### config.mk
export PLATFORM = sky130hd
export DESIGN_NAME = chunked_body_decoder_flat
export DESIGN_NICKNAME = d
export VERILOG_FILES = /design/src/rtl/core/cbd_pkg.sv /design/src/rtl/core/cbd_if.sv /design/src/rtl/core/chunked_body_decoder.sv /design/src/flat_wrapper.sv
export SDC_FILE = /design/constraint.sdc
export NUM_CORES = 1
export LEC_CHECK = 0
export ABC_AREA = 1
export BUFFER_PORTS_ARGS = -buffer_cell sky130_fd_sc_hd__buf_2
export CORE_MARGIN = 2
export CORE_UTILIZATION = 35
export CTS_CLUSTER_DIAMETER = 200
export DETAILED_ROUTE_END_ITERATION = 8
export PLACE_DENSITY_LB_ADDON = 0.3
export SLEW_MARGIN = 15
export SYNTH_ARGS = -nofsm -noshare
export SYNTH_HDL_FRONTEND = slang
export SYNTH_SLANG_ARGS = --single-unit
### constraint.sdc
create_clock -name clk_i -period 1.7 [get_ports clk_i]
set_input_delay 0.51 -clock clk_i [delete_from_list [all_inputs] [get_ports clk_i]]
set_output_delay 0.51 -clock clk_i [all_outputs]
set_load 0.05 [all_outputs]
### src/rtl/core/cbd_pkg.sv
// Package for the chunked body decoder: phase encoding, byte codes and the
// hex digit decode function. No dependencies.
`default_nettype none

package cbd_pkg;

  // Width of the size-line byte counter.
  localparam int unsigned LineW = 6;

  // Byte codes that end a size line.
  localparam logic [7:0] CharCr = 8'h0D;
  localparam logic [7:0] CharLf = 8'h0A;

  // Parser phase.
  typedef enum logic [2:0] {
    PH_SIZE  = 3'd0,
    PH_DATA  = 3'd1,
    PH_SKIP1 = 3'd2,
    PH_SKIP2 = 3'd3,
    PH_END   = 3'd4,
    PH_FAULT = 3'd5
  } phase_e;

  // Decoded hex digit: valid flag and nibble value.
  typedef struct packed {
    logic       valid;
    logic [3:0] value;
  } hex_t;

  // Maps an ASCII byte to its hex digit value, if it is one.
  function automatic hex_t hex_decode(input logic [7:0] c);
    hex_t       h;
    logic [7:0] t;
    h = '0;
    t = '0;
    case (c) inside
      [8'h30:8'h39]: begin
        t = c - 8'h30;
        h = '{valid: 1'b1, value: t[3:0]};
      end
      [8'h61:8'h66]: begin
        t = c - 8'h57;
        h = '{valid: 1'b1, value: t[3:0]};
      end
      [8'h41:8'h46]: begin
        t = c - 8'h37;
        h = '{valid: 1'b1, value: t[3:0]};
      end
      default: begin
        h = '0;
      end
    endcase
    return h;
  endfunction

endpackage

`default_nettype wire

### src/rtl/core/cbd_if.sv
// Valid/ready stream interfaces for the chunked body decoder: raw body bytes
// in and decoded payload results out. No dependencies.
`default_nettype none

interface cbd_in_if;
  logic       valid;
  logic       ready;
  logic [7:0] body_byte;
  logic       body_start;

  modport source (output valid, output body_byte, output body_start, input ready);
  modport sink   (input valid, input body_byte, input body_start, output ready);
endinterface

interface cbd_out_if;
  logic       valid;
  logic       ready;
  logic [7:0] payload_byte;
  logic       end_seen;
  logic       format_error;

  modport source (output valid, output payload_byte, output end_seen,
                  output format_error, input ready);
  modport sink   (input valid, input payload_byte, input end_seen,
                  input format_error, output ready);
endinterface

`default_nettype wire

### src/rtl/core/chunked_body_decoder.sv
// Chunked transfer body decoder: top level with the parser state and the
// result register. Depends on cbd_pkg and the interfaces in cbd_if.sv.
//
// Usage: raw body bytes enter on in_i, one per transfer; body_start restarts
// the parser so that its byte is the first byte of a size line. Size-line
// bytes and the two bytes after each chunk's data give no result. Each data
// byte gives one result on out_o with both flags low. The LF that completes a
// zero-length size line gives one result with end_seen set, and a size line
// longer than LINE_LIMIT bytes or a length beyond COUNT_WIDTH bits gives one
// result with format_error set; after either, bytes are dropped until the
// next body_start.
// Results are registered: a result appears on out_o in the cycle after its byte's transfer.
// Throughput: one byte per cycle; the parser state update is a single pass of
// compare and shift logic between the state registers and the result register.
// When the receiver stalls, the result register holds and in_i.ready drops
// only while a held result is not being taken in the same cycle.
// Reset puts the parser at the start of a size line with an empty output.
`default_nettype none

module chunked_body_decoder #(
  parameter int unsigned LINE_LIMIT  = 32,
  parameter int unsigned COUNT_WIDTH = 32
) (
  input  wire    clk_i,
  input  wire    rst_ni,
  cbd_in_if.sink   in_i,
  cbd_out_if.source out_o
);

  localparam logic [cbd_pkg::LineW-1:0] LineLimit = LINE_LIMIT[cbd_pkg::LineW-1:0];

  // Parser state.
  cbd_pkg::phase_e          phase_q, phase_d;
  logic [COUNT_WIDTH-1:0]   remaining_q, remaining_d;
  logic                     last_cr_q, last_cr_d;
  logic [cbd_pkg::LineW-1:0] line_len_q, line_len_d;
  logic                     digits_done_q, digits_done_d;

  // Result register.
  logic       out_valid_q;
  logic [7:0] payload_q;
  logic       end_q;
  logic       err_q;

  // Result of the current byte.
  logic       res_valid;
  logic [7:0] res_payload;
  logic       res_end;
  logic       res_err;

  // State seen by the current byte after an optional restart.
  cbd_pkg::phase_e           ph_eff;
  logic [COUNT_WIDTH-1:0]    rem_eff;
  logic                      cr_eff;
  logic [cbd_pkg::LineW-1:0] len_eff;
  logic                      dd_eff;
  cbd_pkg::hex_t             hex;
  logic                      in_xfer;

  assign in_i.ready = !out_valid_q || out_o.ready;
  assign in_xfer    = in_i.valid && in_i.ready;
  assign hex        = cbd_pkg::hex_decode(in_i.body_byte);

  // Restart overrides the stored state for this byte.
  always_comb begin
    if (in_i.body_start) begin
      ph_eff  = cbd_pkg::PH_SIZE;
      rem_eff = '0;
      cr_eff  = 1'b0;
      len_eff = '0;
      dd_eff  = 1'b0;
    end else begin
      ph_eff  = phase_q;
      rem_eff = remaining_q;
      cr_eff  = last_cr_q;
      len_eff = line_len_q;
      dd_eff  = digits_done_q;
    end
  end

  // Next state and result for one byte.
  always_comb begin
    phase_d       = ph_eff;
    remaining_d   = rem_eff;
    last_cr_d     = cr_eff;
    line_len_d    = len_eff;
    digits_done_d = dd_eff;
    res_valid     = 1'b0;
    res_payload   = '0;
    res_end       = 1'b0;
    res_err       = 1'b0;
    case (ph_eff)
      cbd_pkg::PH_SIZE: begin
        if (len_eff >= LineLimit) begin
          phase_d   = cbd_pkg::PH_FAULT;
          res_valid = 1'b1;
          res_err   = 1'b1;
        end else begin
          line_len_d = len_eff + 1'b1;
          if (in_i.body_byte == cbd_pkg::CharLf && cr_eff) begin
            if (rem_eff == '0) begin
              phase_d   = cbd_pkg::PH_END;
              res_valid = 1'b1;
              res_end   = 1'b1;
            end else begin
              phase_d       = cbd_pkg::PH_DATA;
              last_cr_d     = 1'b0;
              line_len_d    = '0;
              digits_done_d = 1'b0;
            end
          end else begin
            last_cr_d = (in_i.body_byte == cbd_pkg::CharCr);
            if (!dd_eff) begin
              if (!hex.valid) begin
                digits_done_d = 1'b1;
              end else if (rem_eff[COUNT_WIDTH-1 -: 4] != 4'd0) begin
                // The shift would carry digits past the counter width.
                phase_d   = cbd_pkg::PH_FAULT;
                res_valid = 1'b1;
                res_err   = 1'b1;
                last_cr_d = cr_eff;
              end else begin
                remaining_d = {rem_eff[COUNT_WIDTH-5:0], hex.value};
              end
            end
          end
        end
      end
      cbd_pkg::PH_DATA: begin
        remaining_d = rem_eff - 1'b1;
        if (rem_eff == COUNT_WIDTH'(1)) begin
          phase_d = cbd_pkg::PH_SKIP1;
        end
        res_valid   = 1'b1;
        res_payload = in_i.body_byte;
      end
      cbd_pkg::PH_SKIP1: begin
        phase_d = cbd_pkg::PH_SKIP2;
      end
      cbd_pkg::PH_SKIP2: begin
        phase_d       = cbd_pkg::PH_SIZE;
        remaining_d   = '0;
        last_cr_d     = 1'b0;
        line_len_d    = '0;
        digits_done_d = 1'b0;
      end
      default: begin
        phase_d = ph_eff;
      end
    endcase
  end

  // Parser state registers advance on each input transfer.
  always_ff @(posedge clk_i or negedge rst_ni) begin
    if (!rst_ni) begin
      phase_q       <= cbd_pkg::PH_SIZE;
      remaining_q   <= '0;
      last_cr_q     <= 1'b0;
      line_len_q    <= '0;
      digits_done_q <= 1'b0;
    end else if (in_xfer) begin
      phase_q       <= phase_d;
      remaining_q   <= remaining_d;
      last_cr_q     <= last_cr_d;
      line_len_q    <= line_len_d;
      digits_done_q <= digits_done_d;
    end
  end

  // Result register: loaded on an input transfer, emptied on an output transfer.
  always_ff @(posedge clk_i or negedge rst_ni) begin
    if (!rst_ni) begin
      out_valid_q <= 1'b0;
    end else if (in_xfer) begin
      out_valid_q <= res_valid;
    end else if (out_o.ready) begin
      out_valid_q <= 1'b0;
    end
  end

  always_ff @(posedge clk_i) begin
    if (in_xfer) begin
      payload_q <= res_payload;
      end_q     <= res_end;
      err_q     <= res_err;
    end
  end

  assign out_o.valid        = out_valid_q;
  assign out_o.payload_byte = payload_q;
  assign out_o.end_seen     = end_q;
  assign out_o.format_error = err_q;

  // A result never carries both flags.
  assert property (@(posedge clk_i) disable iff (!rst_ni)
    out_valid_q |-> !(end_q && err_q))
    else $error("end and error flags both set");

  // The data phase always owes at least one byte.
  assert property (@(posedge clk_i) disable iff (!rst_ni)
    phase_q == cbd_pkg::PH_DATA |-> remaining_q != '0)
    else $error("data phase with zero bytes remaining");

  // The size-line counter never passes the line limit.
  assert property (@(posedge clk_i) disable iff (!rst_ni)
    phase_q == cbd_pkg::PH_SIZE |-> line_len_q <= LineLimit)
    else $error("size line counter beyond limit");

  // A held result is never overwritten by a new input transfer.
  assert property (@(posedge clk_i) disable iff (!rst_ni)
    (out_valid_q && !out_o.ready) |-> !in_xfer)
    else $error("input transfer while result stalled");

endmodule

`default_nettype wire

### src/flat_wrapper.sv
// flat-port wrapper written by rule: the top's interface ports become plain ports
module chunked_body_decoder_flat 
#(
  parameter int unsigned LINE_LIMIT  = 32,
  parameter int unsigned COUNT_WIDTH = 32
)
  (clk_i, rst_ni, in_i_valid, in_i_body_byte, in_i_body_start, in_i_ready, out_o_valid, out_o_payload_byte, out_o_end_seen, out_o_format_error, out_o_ready);
  cbd_in_if in_i_i ();
  cbd_out_if out_o_i ();
  input  wire clk_i;
  input  wire rst_ni;
  input wire logic [$bits(in_i_i.valid)-1:0] in_i_valid;
  input wire logic [$bits(in_i_i.body_byte)-1:0] in_i_body_byte;
  input wire logic [$bits(in_i_i.body_start)-1:0] in_i_body_start;
  output wire logic [$bits(in_i_i.ready)-1:0] in_i_ready;
  output wire logic [$bits(out_o_i.valid)-1:0] out_o_valid;
  output wire logic [$bits(out_o_i.payload_byte)-1:0] out_o_payload_byte;
  output wire logic [$bits(out_o_i.end_seen)-1:0] out_o_end_seen;
  output wire logic [$bits(out_o_i.format_error)-1:0] out_o_format_error;
  input wire logic [$bits(out_o_i.ready)-1:0] out_o_ready;
  assign in_i_i.valid = in_i_valid;
  assign in_i_i.body_byte = in_i_body_byte;
  assign in_i_i.body_start = in_i_body_start;
  assign in_i_ready = in_i_i.ready;
  assign out_o_valid = out_o_i.valid;
  assign out_o_payload_byte = out_o_i.payload_byte;
  assign out_o_end_seen = out_o_i.end_seen;
  assign out_o_format_error = out_o_i.format_error;
  assign out_o_i.ready = out_o_ready;
  chunked_body_decoder #(.LINE_LIMIT(LINE_LIMIT), .COUNT_WIDTH(COUNT_WIDTH)) u_core (.clk_i(clk_i), .rst_ni(rst_ni), .in_i(in_i_i), .out_o(out_o_i));
endmodule
==> results.txt <==
* Status: finished with violations
* Failing checks: setup timing
* Setup slack at placement: -0.4989 ns
* Cell type group with the largest total delay on the critical path: simple AND/OR/NAND/NOR gates
- Across the run, the number of max-cap violations was 0.
- Counting stages on the worst path, the most repeated cell is sky130_fd_sc_hd__nand2_1.
- On the worst path, the slowest cell contributes a delay of 0.22 ns.
* Average footprint of a synthesized cell: 5.906 sq um
- The share of total power dissipated in the clock network is 0.155.
- Layout cells sized above 1: 0.3673
* Series of cell instances along the critical path: buf_16, inv_6, nand2_4, buf_4, nand4_4, nor2_4, nand3_4, buf_4, nand2_1, nand3_1, nand3_1, nand2_1, nand2_1
- Once placement finished, the instance area stood at 6993 sq um.
* Switching power of the nets: 3.739 mW
- Clock period minus final worst setup slack: 1.768 ns
* CTS Buf Count: 5
* WP buf/inv: 4
* Initial antenna violation count: 0
* Overall via count from detail_route: 6,658
- Setup repair after global routing could not meet its margin everywhere.
* TritonCTS clock tree: built
- Synthesis handed over a netlist of 894 instances.
* Fmax: 565.6 MHz
* Unique cell type count in the Yosys netlist: 40
- Global-route wire length before repair: 30.58 mm
- Pin count of the biggest net entering global routing: 45
- Headroom to the max-slew limit came out at 0.7465.
- Register share of total power: 0.231
- Nets in the synthesized netlist: 914
* DR DRC count: 0
* Max-slew violation count: 0
- Die ar.: 16,080 sq um
- Counting flops and latches in the post-synthesis netlist gives 54.
- Internal: 4.441 mW
- Power Density: 1023 nW/um^2
- In the global route stage, overall resource usage came out at 0.2367.
* Count of standard-cell rows: 44
* Number of top-level pins: 25
- DIE HEIGHT: 126.8 um
- In this run the critical register-to-register path is launched from u_core.remaining_q[29].
- Yosys top cell by area: sky130_fd_sc_hd__nand2_1
- Using the TritonRoute via totals, the vias-per-cell ratio works out to 5.276.
* Sw Share: 0.4571
- Summed over all layers, the global routing overflow is 0.
- Clock tree synthesis selected as its root buffer the cell sky130_fd_sc_hd__clkbuf_16.
- Kind of start point of the critical path: input pin
- During synthesis, Yosys emitted a total of 0 warnings.
* Post-synth EDFFs: 10
- Crit path required time: 1.96 ns
- In this run the worst hold path is classified as in2async.
* Launch point of the worst path: in_i_body_start
- During placement, the flow inserted port buffers numbering 24.
- Top cells by area in the synthesized netlist: sky130_fd_sc_hd__nand2_1, sky130_fd_sc_hd__dfrtp_1, sky130_fd_sc_hd__nand3_1
* Leakage power: 4.175 nW
* Number of buffers on the longest clock path: 2
- Clock latency at the later pin of the worst-skew pair: 0.32 ns
- After clock tree synthesis, the flow added hold-fix buffers numbering 0.
* Diodes inserted: 0
- The count of nets left with antenna violations once routing finished came out at 0.
* Library cell with the highest instance count after synthesis: sky130_fd_sc_hd__nand2_1
- The floorplan step defined a core boundary enclosing 14,640 sq um.
- STA classifies the critical path endpoint as a flip-flop.
- Overall power after layout: 8.180 mW
- Combinational share of power: 0.614
- Data arrives at the worst endpoint at 2.03 ns.
- The setup path with the least slack is of type in2reg.
* Count of routing violations after the opening detailed-route iteration: 535
* Deepest level of the CTS H-tree: 2
- Detailed placement finished with a half-perimeter wire length of 13.38 mm.
- Area added between synthesis and finish: 51.40%
- Clock transition time at the flip-flop clock pins of the worst setup and hold paths: 0.08 ns
- Final count of negative-setup-slack endpoints: 17
- The number of global-route vias before repair is 5,992.
- For this configuration, the core starts out at a cell density of 0.3606.
- Share of flip-flops with an asynchronous set or reset: 0.8148
- At the end of the flow, the number of nets in the layout was 1,097.
- Top cell type's share of synthesized area: 0.2239
- Once routing completed, OpenROAD measured the worst setup slack at -0.06799 ns.
- Wires add up to 19.70 mm.
- Of the available clock period, the critical path in the final layout requires 1.040.
- For this run, the share of the core covered by cells in the final layout is 0.5459.
* Top_reg_cell synth: sky130_fd_sc_hd__dfrtp_1
- The tree built by TritonCTS fans out to 54 sinks.
- Mapped cell area: 5280 sq um
* Hold violation total from the final report: 0
- Most used standard cells in the synthesized netlist: sky130_fd_sc_hd__nand2_1, sky130_fd_sc_hd__nor2_1, sky130_fd_sc_hd__nand3_1
- Across the VDD grid, the largest voltage drop is 444.0 uV.
* Clock Skews: 0.009541 ns
* TritonRoute pass-1 iters: 6
- Post-route cell area: 7994 sq um
* Die W: 126.8 um
* Final weighted congestion of routability-driven global placement: 0.9261
- At the pin with the least slew margin, the transition time is 0.3763 ns.
- Along the worst path, the maximum fanout reaches 17.
- Share of synthesized area occupied by flip-flops and latches: 0.2654
- The slowest stage of the critical path belongs to the cell sky130_fd_sc_hd__buf_4.
* Routed len/inst: 15.61 um
-- worst register-to-register path: stages, from the launching register on --
cell	delay (ns)
sky130_fd_sc_hd__dfrtp_1	0.42
sky130_fd_sc_hd__nand2_4	0.11
sky130_fd_sc_hd__buf_6	0.11
sky130_fd_sc_hd__nand4_4	0.13
sky130_fd_sc_hd__nor2_4	0.16
sky130_fd_sc_hd__nand3_4	0.21
sky130_fd_sc_hd__buf_4	0.23
sky130_fd_sc_hd__nand2_1	0.06
sky130_fd_sc_hd__nand3_1	0.06
sky130_fd_sc_hd__nand3_1	0.09
sky130_fd_sc_hd__nand2_1	0.06
sky130_fd_sc_hd__nand2_1	0.06
-- power by group through the flow --
stage	combinational (mW)	sequential [mW]	clock [mW]
floorplan	2.39	1.93	0
global placement	4.16	1.89	0
detailed placement	4.19	1.89	0
CTS	4.37	1.87	1.29
global route	5.47	1.93	1.35
finish	5.02	1.89	1.27
-- flip-flops by register name, indices dropped and copies added (netlist names) --
| name | cells |
|---|---|
| u_core.remaining_q | 32 |
| u_core.out_o.payload_byte | 8 |
| u_core.line_len_q | 6 |
| u_core.phase_q | 3 |
| u_core.digits_done_q | 1 |
| u_core.last_cr_q | 1 |
| u_core.out_o.end_seen | 1 |
| u_core.out_o.format_error | 1 |
| u_core.out_o.valid | 1 |
-- layout by cell type (no fill, tap or decap), types with 3 or more instances in the layout --
master,count
sky130_fd_sc_hd__dfrtp_2,5
sky130_fd_sc_hd__a21oi_2,9
sky130_fd_sc_hd__ha_4,5
sky130_fd_sc_hd__nand3_4,8
sky130_fd_sc_hd__o21ai_0,20
sky130_fd_sc_hd__dfrtp_1,39
sky130_fd_sc_hd__nor2_1,84
sky130_fd_sc_hd__inv_1,73
sky130_fd_sc_hd__inv_4,6
sky130_fd_sc_hd__nand2_1,278
sky130_fd_sc_hd__o21ai_2,6
sky130_fd_sc_hd__buf_2,21
sky130_fd_sc_hd__nand3b_1,6
sky130_fd_sc_hd__inv_2,11
sky130_fd_sc_hd__buf_12,16
sky130_fd_sc_hd__nand4_1,15
sky130_fd_sc_hd__edfxtp_1,10
sky130_fd_sc_hd__nand2_2,45
sky130_fd_sc_hd__buf_6,13
sky130_fd_sc_hd__buf_4,153
sky130_fd_sc_hd__nor2_4,18
sky130_fd_sc_hd__nand2_8,4
sky130_fd_sc_hd__nor3_1,3
sky130_fd_sc_hd__clkbuf_16,6
sky130_fd_sc_hd__nand2_4,19
sky130_fd_sc_hd__nand3_2,11
sky130_fd_sc_hd__o21ai_1,13
sky130_fd_sc_hd__a21oi_1,47
sky130_fd_sc_hd__nor2_2,21
sky130_fd_sc_hd__nand3_1,81
-- timing repair --
action,4_1_cts,5_1_grt
buffers inserted,5,13
gates cloned,2,4
gates resized for setup,28,143
endpoints found under the setup margin,45,46
pin swaps,13,53
-- logic make-up after synthesis --
logic type               Yosys count  share of synthesized area
XOR/XNOR                           1                   0.001659
AO/OA/AOI/OAI                    109                     0.1114
flip-flops                        54                     0.2654
buffers and inverters            127                     0.1014
AND/OR/NAND/NOR                  596                     0.5036
adder cells (fa/ha/maj)            7                    0.01659
-- final timing paths --
check	cells after the start	slack, ns	end
max reg2reg	11	-0.04	u_core.remaining_q[18]
max in group asynchronous	2	1.23	u_core.out_o.valid
min in group clk_i	3	0.42	u_core.out_o.valid
min	2	0.14	u_core.remaining_q[16]
min reg2reg	2	0.49	u_core.remaining_q[26]
max	13	-0.07	u_core.remaining_q[18]
-- area by class of cell --
| type | count | area [sq um] |
|---|---|---|
| clock buffer | 6 | 128.9 |
| clock inverter | 2 | 38.79 |
| fill | 1379 | 6650 |
| inverter | 93 | 400.4 |
| multi-input combinational | 715 | 3984 |
| sequential | 54 | 1408 |
| tap | 184 | 230.2 |
| timing repair buffer | 205 | 1773 |
| timing repair inverter | 3 | 31.28 |
-- metrics by stage --
stage	hold slack, ns	setup TNS, ns	std cells
floorplan	0.2144	-4.531	894
global placement	0.4652	-19.64	1230
detailed placement	0.4777	-20.09	1230
CTS	0.1874	-0.2248	1245
global route	0.1892	-3.178	1262
finish	0.1387	-0.6279	1262
-- metal layers --
metal / vias to the layer above / part of all wire / GRT usage
li1: 3245 / - / -
met1: 3150 / 0.45 / 0.3315
met2: 220 / 0.47 / 0.3884
met3: 43 / 0.054 / 0.02615
met4: 0 / 0.026 / 0.06399
met5: - / 0 / 0
Power figures use the tool's default switching activity.
